[src/rtl/vgrc_div_chain.sv]
// ============================================================================
// vgrc_div_chain
// Row of restoring divider cells, one quotient bit per cell, several lanes.
// ============================================================================
`default_nettype none

module vgrc_div_chain #(
    parameter int LANES = 2,
    parameter int NW    = 16,
    parameter int DW    = 11,
    parameter int SW    = 8
) (
    input  logic          i_clk,
    input  logic          i_rst_n,
    input  logic          i_en,
    input  logic          i_valid,
    input  logic [NW-1:0] i_num [LANES],
    input  logic [DW-1:0] i_den [LANES],
    input  logic [SW-1:0] i_side,
    output logic          o_valid,
    output logic [NW-1:0] o_quo [LANES],
    output logic [DW-1:0] o_rem [LANES],
    output logic [SW-1:0] o_side
);

    logic          r_v    [NW];
    logic [SW-1:0] r_side [NW];
    logic [NW-1:0] r_num  [NW][LANES];
    logic [DW-1:0] r_rem  [NW][LANES];
    logic [DW-1:0] r_den  [NW][LANES];

    for (genvar j = 0; j < NW; j++) begin : g_cell
        logic          c_v;
        logic [SW-1:0] c_side;
        logic [NW-1:0] c_num [LANES];
        logic [DW-1:0] c_rem [LANES];
        logic [DW-1:0] c_den [LANES];
        logic [NW-1:0] n_num [LANES];
        logic [DW-1:0] n_rem [LANES];

        if (j == 0) begin : g_first
            always_comb begin
                c_v    = i_valid;
                c_side = i_side;
                for (int l = 0; l < LANES; l++) begin
                    c_num[l] = i_num[l];
                    c_rem[l] = '0;
                    c_den[l] = i_den[l];
                end
            end
        end else begin : g_next
            always_comb begin
                c_v    = r_v[j-1];
                c_side = r_side[j-1];
                for (int l = 0; l < LANES; l++) begin
                    c_num[l] = r_num[j-1][l];
                    c_rem[l] = r_rem[j-1][l];
                    c_den[l] = r_den[j-1][l];
                end
            end
        end

        // shift in the next dividend bit, subtract when it fits
        always_comb begin
            logic [DW:0] tr;
            logic        ge;
            for (int l = 0; l < LANES; l++) begin
                tr       = {c_rem[l], c_num[l][NW-1]};
                ge       = (tr >= {1'b0, c_den[l]});
                n_rem[l] = ge ? DW'(tr - {1'b0, c_den[l]}) : tr[DW-1:0];
                n_num[l] = {c_num[l][NW-2:0], ge};
            end
        end

        always_ff @(posedge i_clk) begin
            if (!i_rst_n) begin
                r_v[j] <= 1'b0;
            end else if (i_en) begin
                r_v[j] <= c_v;
            end
        end

        always_ff @(posedge i_clk) begin
            if (i_en) begin
                r_side[j] <= c_side;
                for (int l = 0; l < LANES; l++) begin
                    r_num[j][l] <= n_num[l];
                    r_rem[j][l] <= n_rem[l];
                    r_den[j][l] <= c_den[l];
                end
            end
        end
    end

    assign o_valid = r_v[NW-1];
    assign o_side  = r_side[NW-1];
    always_comb begin
        for (int l = 0; l < LANES; l++) begin
            o_quo[l] = r_num[NW-1][l];
            o_rem[l] = r_rem[NW-1][l];
        end
    end

endmodule

`default_nettype wire

[config.mk]
export PLATFORM = sky130hd
export DESIGN_NAME = vgrc_div_chain
export DESIGN_NICKNAME = d
export VERILOG_FILES = /design/src/rtl/vgrc_div_chain.sv
export SDC_FILE = /design/constraint.sdc
export NUM_CORES = 2
export LEC_CHECK = 0
export BUFFER_PORTS_ARGS = -buffer_cell sky130_fd_sc_hd__buf_4
export CELL_PAD_IN_SITES_DETAIL_PLACEMENT = 0
export CELL_PAD_IN_SITES_GLOBAL_PLACEMENT = 1
export CORE_ASPECT_RATIO = 0.6
export CORE_MARGIN = 2
export CORE_UTILIZATION = 35
export CTS_CLUSTER_DIAMETER = 40
export DETAILED_ROUTE_END_ITERATION = 8
export GPL_ROUTABILITY_DRIVEN = 0
export MAX_ROUTING_LAYER = met4
export PLACE_DENSITY_LB_ADDON = 0.1
export SETUP_SLACK_MARGIN = 0.4
export SLEW_MARGIN = 15
export SYNTH_ARGS = -nofsm -noshare
export SYNTH_HDL_FRONTEND = slang
export SYNTH_SLANG_ARGS = --single-unit
[constraint.sdc]
create_clock -name i_clk -period 2.9 [get_ports i_clk]
set_input_delay 0.29 -clock i_clk [delete_from_list [all_inputs] [get_ports i_clk]]
set_output_delay 0.29 -clock i_clk [all_outputs]
set_load 0.005 [all_outputs]
==> run_results.csv <==
group,metric,value,unit
synth,syn_nets,5004,
clock_tree,worstSkewPairLatency,0.81,ns
critical_path,rrSetupSlack,0.35,ns
timing,fin_crit,2.55,ns
critical_path,cp-end-kind,"flip-flop",
place,portBuffers,128,
synth,ys_seq_area_share,63.8,%
synth,ys.flop_type,"edfxtp_1",
timing,finalMaxSlewViolations,0,
synth,synthArstFlopShare,0,%
power_and_ir_drop,vdd_drop_max,0.466,mV
run,maxCapViolCount,0,
synth,ys_ff_latch,1338,
grt,first_global_vias,36800,
critical_path,critPathCapture,"r_rem[0][174]",
place,placed_area,67900,um2
synth,synth-edff-count,1337,
power_and_ir_drop,power,0.0781,W
critical_path,critPathLaunchType,"flip-flop",
critical_path,slowest_delay,0.45,ns
grt,grt_max_degree,113,
critical_path,reg2reg_from,"r_den[0][144]",
drt,drc,0,
min_path,hp-class,"in2reg",
synth,avgSynthCellArea,13.8,um2
grt,grt-ovfl-total,0,
floorplanning,die_h,333,um
timing,setup_viol,0,
clock_tree,clockBufferDepth,4,
final_layout,final_cell_mix,"edfxtp_1 (1337), inv_1 (457), buf_4 (357)",
critical_path,slowest_stage,"edfxtp_1",
synth,synthCells,4574,
timing,worst_slew_pin_slew,0.858,ns
synth,netlist_area,63000,um2
critical_path,crit_cells,8,
drt,ant_nets,0,
critical_path,crit_buf_inv,2,
timing,slew_headroom,42.8,%
timing,tns,0,ns
grt,grt_pass1_wl,230000,um
floorplanning,die_x,552,um
timing,fmax,392,MHz
critical_path,r2r-end,"r_rem[0][174]",
floorplanning,rows,120,
clock_tree,root_buffer,"clkbuf_16",
floorplanning,io_pins,129,
floorplanning,design.die.area,184000,um2
drt,initialDrtViolationCount,3490,
critical_path,crit_chain,"inv_1 -> ha_1 -> nor2b_1 -> o31a_1 -> o41ai_4 -> buf_4 -> mux2_2 -> o31a_1",
power_and_ir_drop,pwr_density_cell,1020,nW/um2
critical_path,startpoint,"r_den[0][144]",
clock_tree,clk_pin_slew,0.06,ns
drt,vias,38900,
critical_path,crit_path_frequent_cell,"o31a_1",
critical_path,timing_worst_setup_path_type,"reg2reg",
final_layout,final_area,76200,um2
final_layout,final_common_cell,"edfxtp_1",
status,status,"finished, final reports clean",
critical_path,critPathArrivalTime,3.11,ns
final_layout,num_antenna_cells,0,
final_layout,syn_to_final_growth,21.0,%
synth,yosys_warnings,0,
drt,viasPerCell,5.10,
place,hpwlAfterDp,109000,um
drt,drt_wl_total,151000,um
power_and_ir_drop,p_leak,29.2,nW
floorplanning,core,179000,um2
grt,antenna_found_initial,2,
timing,final_hold_viol_count,0,
critical_path,reg2regPathDepth,8,
critical_path,cp_max_fo,3,
clock_tree,cts_made_buffers,182,
clock_tree,htreeDepth,4,
clock_tree,cts_tree,"yes",
final_layout,drive_gt1_share,20.8,%
timing,fin_crit_sh,88.1,%
critical_path,critical_path_required,3.46,ns
timing,rsz0062_at_grt,"true",
grt,grt.total_usage,16.8,%
synth,synthDistinctLibCells,68,
final_layout,final_nets,5548,
clock_tree,cts.sinks,1338,
drt,firstDrtPassIters,5,
critical_path,path_delay_family,"compound AO/OA/AOI/OAI gates",
drt,wl_per_cell,19.8,um
floorplanning,start_util,35.3,%
timing,finClkSkew,0.0312,ns
worst register-to-register path, delay by kind of cell (launching register included):
| family | cells | cell delay [ns] |
|---|---|---|
| AND/OR/NAND/NOR | 1 | 0.15 |
| multiplexers | 1 | 0.32 |
| AO/OA/AOI/OAI | 3 | 0.92 |
| buffers and inverters | 2 | 0.27 |
| flip-flops | 1 | 0.45 |
| adder cells (fa/ha/maj) | 1 | 0.23 |
layer usage:
layer / vias to the layer above / share of wire [%] / GRT usage, %
met5: - / 0 / -
met3: 198 / 6.5 / 3.45
li1: 18800 / - / -
met2: 979 / 33 / 18.0
met1: 18900 / 59 / 29.6
met4: 0 / 1.5 / 3.29
state kept, by name (all words and copies together), names as in the netlist:
name and count:
r_den 330, r_num 512, r_rem 352, r_side 128
r_v 16
cells by family after synthesis:
family / share of synthesized area, %
muxes: 3.03
adders and majority gates: 7.59
and+or+nand+nor: 8.18
DFF: 63.8
buffers and inverters: 3.69
AOI/OAI and AO/OA: 12.1
xor gates and xnor gates: 1.64
timing repair:
item	in CTS	in global routing
pin swaps	19	45
hold endpoints to repair	106	0
setup buffers	30	49
gates cloned	3	8
resized for setup	96	212
endpoints found under the setup margin	241	250
hold buffers	66	0
per-stage QoR:
step	utilization (%)	cells	setup slack, ns	hold WS, ns
3_5_place_dp	38.0	7157	-0.0122	0.405
3_3_place_gp	38.0	7157	-0.0364	0.400
2_1_floorplan	-	4574	0.409	0.389
6_report	42.7	7632	0.346	0.187
4_1_cts	42.0	7575	0.372	0.118
5_1_grt	42.7	7632	0.294	0.139
power breakdown:
part	leakage [nW]	switching (W)	internal, W
clock	2.92	0.00886	0.0134
combinational	13.2	0.0151	0.0124
sequential	13.1	0.00223	0.0261
how the worst min path moves through the flow:
| stage | start | slack, ns | depth (start not counted) | to |
|---|---|---|---|---|
| after floorplan | i_den[0] | 0.39 | 0 | r_den[0][0] |
| after global placement | r_num[4][37] | 0.40 | 0 | r_num[5][6] |
| after detailed placement | r_num[1][29] | 0.40 | 0 | r_num[1][62] |
| after CTS | i_side[2] | 0.12 | 2 | r_side[0][2] |
| after global routing | i_side[3] | 0.14 | 2 | r_side[0][3] |
| final | i_side[4] | 0.19 | 2 | r_side[0][4] |
final cells by class:
class                   count  area [um2]
multi-input cells        2688       21600
well taps                2379        2980
flip-flops and latches   1338       40200
clock buffers             204        4710
repair buffers            442        3730
inverters                 466        1770
fillers                 16400      102000
clock inverters           115        1280
synthesized netlist by cell type (all sizes together) (38+ instances only):
master  count  area, um2
edfxtp   1337      40100
inv       466       1760
ha        334       4180
nand3     231       1160
o21ai     184        921
o21a      176       1320
nand2     160        601
a21oi     159        796
nor3      155        776
mux2      132       1530
o31ai     104        781
nor2       91        352
xor2       86        753
a21o       84        631
nor2b      69        432
o31a       61        534
buf        58        422
a211o      51        447
nand4      49        307
and3       39        244
mux2i      38        380
Power figures use the tool's default switching activity.
