==> config.mk <==
export PLATFORM = sky130hd
export DESIGN_NAME = vgrc_sqrt_chain
export DESIGN_NICKNAME = d
export VERILOG_FILES = /design/src/rtl/vgrc_sqrt_chain.sv
export SDC_FILE = /design/constraint.sdc
export NUM_CORES = 2
export LEC_CHECK = 0
export ABC_AREA = 0
export BUFFER_PORTS_ARGS = -buffer_cell sky130_fd_sc_hd__clkbuf_2
export CAP_MARGIN = 20
export CORE_MARGIN = 2
export CORE_UTILIZATION = 46
export CTS_BUF_LIST = sky130_fd_sc_hd__clkbuf_4
export CTS_CLUSTER_SIZE = 24
export DETAILED_ROUTE_END_ITERATION = 6
export GPL_ROUTABILITY_DRIVEN = 0
export PLACE_DENSITY = 0.72
export SLEW_MARGIN = 30
export SYNTH_ARGS = -nofsm -noshare
export SYNTH_HDL_FRONTEND = slang
export SYNTH_MEMORY_MAX_BITS = 65536
export SYNTH_SLANG_ARGS = --single-unit
==> constraint.sdc <==
create_clock -name i_clk -period 3.5 [get_ports i_clk]
set_input_delay 0.175 -clock i_clk [delete_from_list [all_inputs] [get_ports i_clk]]
set_output_delay 0.175 -clock i_clk [all_outputs]
set_load 0.01 [all_outputs]
==> src/rtl/vgrc_sqrt_chain.sv <==
// ============================================================================
// vgrc_sqrt_chain
// Row of square root cells, one root bit per cell, several lanes.
// ============================================================================
`default_nettype none

module vgrc_sqrt_chain #(
    parameter int LANES = 2,
    parameter int RW    = 24,
    parameter int SW    = 8
) (
    input  logic            i_clk,
    input  logic            i_rst_n,
    input  logic            i_en,
    input  logic            i_valid,
    input  logic [2*RW-1:0] i_rad [LANES],
    input  logic [SW-1:0]   i_side,
    output logic            o_valid,
    output logic [RW-1:0]   o_root [LANES],
    output logic [RW+1:0]   o_rem  [LANES],
    output logic [SW-1:0]   o_side
);

    logic            r_v    [RW];
    logic [SW-1:0]   r_side [RW];
    logic [2*RW-1:0] r_rad  [RW][LANES];
    logic [RW+1:0]   r_rem  [RW][LANES];
    logic [RW-1:0]   r_root [RW][LANES];

    for (genvar j = 0; j < RW; j++) begin : g_cell
        logic            c_v;
        logic [SW-1:0]   c_side;
        logic [2*RW-1:0] c_rad  [LANES];
        logic [RW+1:0]   c_rem  [LANES];
        logic [RW-1:0]   c_root [LANES];
        logic [RW+1:0]   n_rem  [LANES];
        logic [RW-1:0]   n_root [LANES];

        if (j == 0) begin : g_first
            always_comb begin
                c_v    = i_valid;
                c_side = i_side;
                for (int l = 0; l < LANES; l++) begin
                    c_rad[l]  = i_rad[l];
                    c_rem[l]  = '0;
                    c_root[l] = '0;
                end
            end
        end else begin : g_next
            always_comb begin
                c_v    = r_v[j-1];
                c_side = r_side[j-1];
                for (int l = 0; l < LANES; l++) begin
                    c_rad[l]  = r_rad[j-1][l];
                    c_rem[l]  = r_rem[j-1][l];
                    c_root[l] = r_root[j-1][l];
                end
            end
        end

        // bring down two radicand bits, try root*4+1
        always_comb begin
            logic [RW+3:0] tr;
            logic [RW+3:0] trial;
            logic          ge;
            for (int l = 0; l < LANES; l++) begin
                tr        = {c_rem[l], c_rad[l][2*RW-1:2*RW-2]};
                trial     = {2'b00, c_root[l], 2'b01};
                ge        = (tr >= trial);
                n_rem[l]  = ge ? (RW+2)'(tr - trial) : tr[RW+1:0];
                n_root[l] = {c_root[l][RW-2:0], ge};
            end
        end

        always_ff @(posedge i_clk) begin
            if (!i_rst_n) begin
                r_v[j] <= 1'b0;
            end else if (i_en) begin
                r_v[j] <= c_v;
            end
        end

        always_ff @(posedge i_clk) begin
            if (i_en) begin
                r_side[j] <= c_side;
                for (int l = 0; l < LANES; l++) begin
                    r_rad[j][l]  <= {c_rad[l][2*RW-3:0], 2'b00};
                    r_rem[j][l]  <= n_rem[l];
                    r_root[j][l] <= n_root[l];
                end
            end
        end
    end

    assign o_valid = r_v[RW-1];
    assign o_side  = r_side[RW-1];
    always_comb begin
        for (int l = 0; l < LANES; l++) begin
            o_root[l] = r_root[RW-1][l];
            o_rem[l]  = r_rem[RW-1][l];
        end
    end

endmodule

`default_nettype wire

==> results.toml <==
[pwr]
power_per_cell_area_nw_per_um2 = 599.1
power_leakage_nw = 62.60
totalPowerFinal_mw = 96.32
vdd_drop_max_v = 0.0004171

[setup_path]
crit_path_end_kind = "register"
crit_slowest_cell = "a2111o_1"
reg2reg_slack_ps = 30
critical-path-max-stage-delay_ps = 450
required_ps = 4630
path_class = "reg2reg"
arrival_ps = 4590
r2r_end = "r_rem[2][190]"
rr_startpoint = "r_rem[2][130]"
cp-start-kind = "register"
path_cells = "ha_1 -> nor2b_1 -> o31ai_1 -> a31oi_1 -> a21o_1 -> a211o_1 -> a2111o_1 -> buf_4 -> a21oi_1"
reg2reg_depth = 9
cp_max_fo = 21

[run]
cap_violations = 0

[cts]
htreeDepth = 6
path_clk_slew_ps = 60
clock-sinks = 3098
root_buffer = "clkbuf_4"
clk_path_buf_depth = 4
cts_tree = "yes"
worst_skew_pair.late_latency_ps = 1440
cts-buffers-inserted = 779

[synthesis]
synthCells = 10429
synth-seq-cells = 3098
synth_edf_count = 3097
synth_area_um2 = 140000
synth_cell_type_count = 90
yosys_warnings = 0
postSynth.asyncResetShare_pct = 0
synth_flop_cell = "edfxtp_1"
seq_area_frac_synth_pct = 66.44
syn_avg_cell_area_um2 = 13.42

[floorplanning]
core_area_um2 = 302800
dieArea_um2 = 308800
num_rows = 202
start_util_pct = 46.24
io_pins = 217
die_h_um = 555.7
chipWidth_um = 555.7

[routing]
ant_nets = 0
firstDrtPassIters = 6
drc = 0
via_per_inst = 5.259
wire_per_inst_um = 15.85
drt_iter0_markers = 6094
vias = 85834
routed_wirelength_um = 258700

[timing]
worst_pin_slew_ps = 877.4
fin_ws_ps = 34.42
timing.fmax_ghz = 0.2886
slew_headroom_pct = 41.06
final.period_utilization_pct = 99.02
hold_violations = 0
setup_viol = 0
layout_min_cycle_time_ps = 3466
fin_worst_skew_ps = 110.0
final-max-slew-violation-count = 0

[finish]
nets = 12553
fin_cells = 16320
mostFrequentLayoutCell = "edfxtp_1"
drive_above_1_share_pct = 14.92
area_delta_synth_final_pct = 14.83
final_cell_mix = "3097 x edfxtp_1, 1058 x clkbuf_4, 831 x inv_1"

[global_route]
antenna_found_initial = 6
gr-total-overflow = 0
grt_pass1_vias = 87972
grt_max_degree = 152
grt_pass1_wl_um = 420800
track_usage_pct = 16.36

[min_path]
worst_hold_startpoint = "r_rad[0][574]"
whs_path_depth = 0
hp-class = "reg2reg"
holdPathEnd = "r_rad[0][668]"

[place]
dp.cells = 14647
place_ws_ps = -9.957
dpl.hpwl_um = 172800
portBuffers = 216

[outcome]
status = "finished clean"
## kinds of logic (layout without fill, tap and decap cells)
| logic type | Yosys count | count (layout) | share of synthesized area [%] |
|---|---|---|---|
| adder cells (fa/ha/maj) | 656 | 656 | 5.862 |
| buffers and inverters | 1006 | 2914 | 2.724 |
| XOR/XNOR | 935 | 935 | 5.849 |
| multiplexers | 135 | 135 | 1.078 |
| other | 1 | 6 | 0.002678 |
| AND/OR/NAND/NOR | 2613 | 2613 | 9.261 |
| flip-flops | 3098 | 3098 | 66.44 |
| AO/OA/AOI/OAI | 1985 | 1985 | 8.784 |
## through the flow
step / cell area [um^2] / utilization [%] / hold WS (ps) / TNS, ps
finish: 160800 / 53.10 / 331.6 / 0
floorplan: 140000 / - / 273.9 / 0
global placement: 147400 / 48.69 / 351.5 / 0
CTS: 160400 / 52.98 / 134.1 / 0
detailed placement: 147400 / 48.69 / 353.6 / -17.47
global route: 160800 / 53.09 / 284.0 / -141.0
## how the worst max path moves through the flow
stage | from | end | depth (start not counted)
2_1_floorplan | r_rem[2][312] | r_rem[2][368] | 11
3_3_place_gp | r_rem[1][208] | r_rem[1][268] | 11
3_5_place_dp | r_rem[1][208] | r_rem[1][271] | 11
4_1_cts | r_rem[2][315] | r_rem[2][375] | 11
5_1_grt | r_rem[0][166] | r_rem[0][226] | 9
6_report | r_rem[2][130] | r_rem[2][190] | 9
## Yosys cell counts (14+ instances only)
library cell,n,share of area (%)
xnor2_1,469,2.9
a211oi_1,52,0.28
o21a_1,146,0.78
a2111oi_0,19,0.12
nor3b_1,18,0.097
or3_1,105,0.47
or2_2,49,0.22
edfxtp_1,3097,66
a211o_1,22,0.14
mux2_2,114,0.92
clkbuf_1,156,0.42
o2111ai_1,15,0.094
and3_1,65,0.29
nand3b_1,29,0.16
o41ai_1,18,0.11
a31oi_1,53,0.24
o31ai_1,76,0.41
ha_1,656,5.9
nand4_1,100,0.45
nand3_1,142,0.51
o21ai_0,532,1.9
a21oi_1,592,2.1
o31a_1,14,0.088
a21o_1,237,1.3
mux2i_1,18,0.13
nor2_1,632,1.7
nand2b_1,146,0.65
a31o_2,14,0.088
xor2_1,466,2.9
nor2b_1,100,0.45
nor3_1,274,0.98
and4_1,17,0.11
nand2_1,666,1.8
or4_1,56,0.30
and2_1,28,0.13
inv_1,831,2.2
a21boi_0,28,0.15
o21bai_1,41,0.22
nor4_1,125,0.56
o211ai_1,26,0.14
nand4b_1,17,0.11
## flip-flops by register name, indices dropped and copies added, names as in the netlist
name    flops
r_side    192
r_rad    1104
r_root    600
r_v        24
r_rem    1178
## report_power, final
| part | switching [mW] | total (mW) | internal [mW] |
|---|---|---|---|
| Sequential | 2.52 | 49.0 | 46.5 |
| Combinational | 9.94 | 17.9 | 8.00 |
| Clock | 14.3 | 29.4 | 15.0 |
## worst max-delay path, delay by kind of cell (launching register included)
family	cells	cell delay, ps
buffers and inverters	1	250
flip-flops	1	390
AND/OR/NAND/NOR	1	170
AO/OA/AOI/OAI	6	2020
adder cells (fa/ha/maj)	1	380
## routing by layer
layer  global-route usage (%)  vias to the layer above  wire (um)
met5                        0                        -         71
met4                    9.998                       10      14110
met3                    3.104                      896      12730
met2                    29.33                     2817     131800
met1                    17.83                    40252      99990
li1                         -                    41859          -
## area by class of cell
type | count | area, um^2
sequential | 3098 | 93020
inverter | 831 | 3119
clock inverter | 272 | 1738
antenna | 4 | 10.01
tap | 3978 | 4977
clock buffer | 1058 | 7943
multi-input combinational | 6326 | 43490
fill | 24541 | 142000
timing repair buffer | 753 | 6475
## timing repair
item,CTS,global route
hold endpoints to repair,3227,0
gates resized for setup,4,49
hold buffers,326,0
cloned,0,2
setup buffers,1,10
setup endpoints to repair,8,190
pin swaps,2,5
Note: power is estimated with default switching activity, not from simulation.
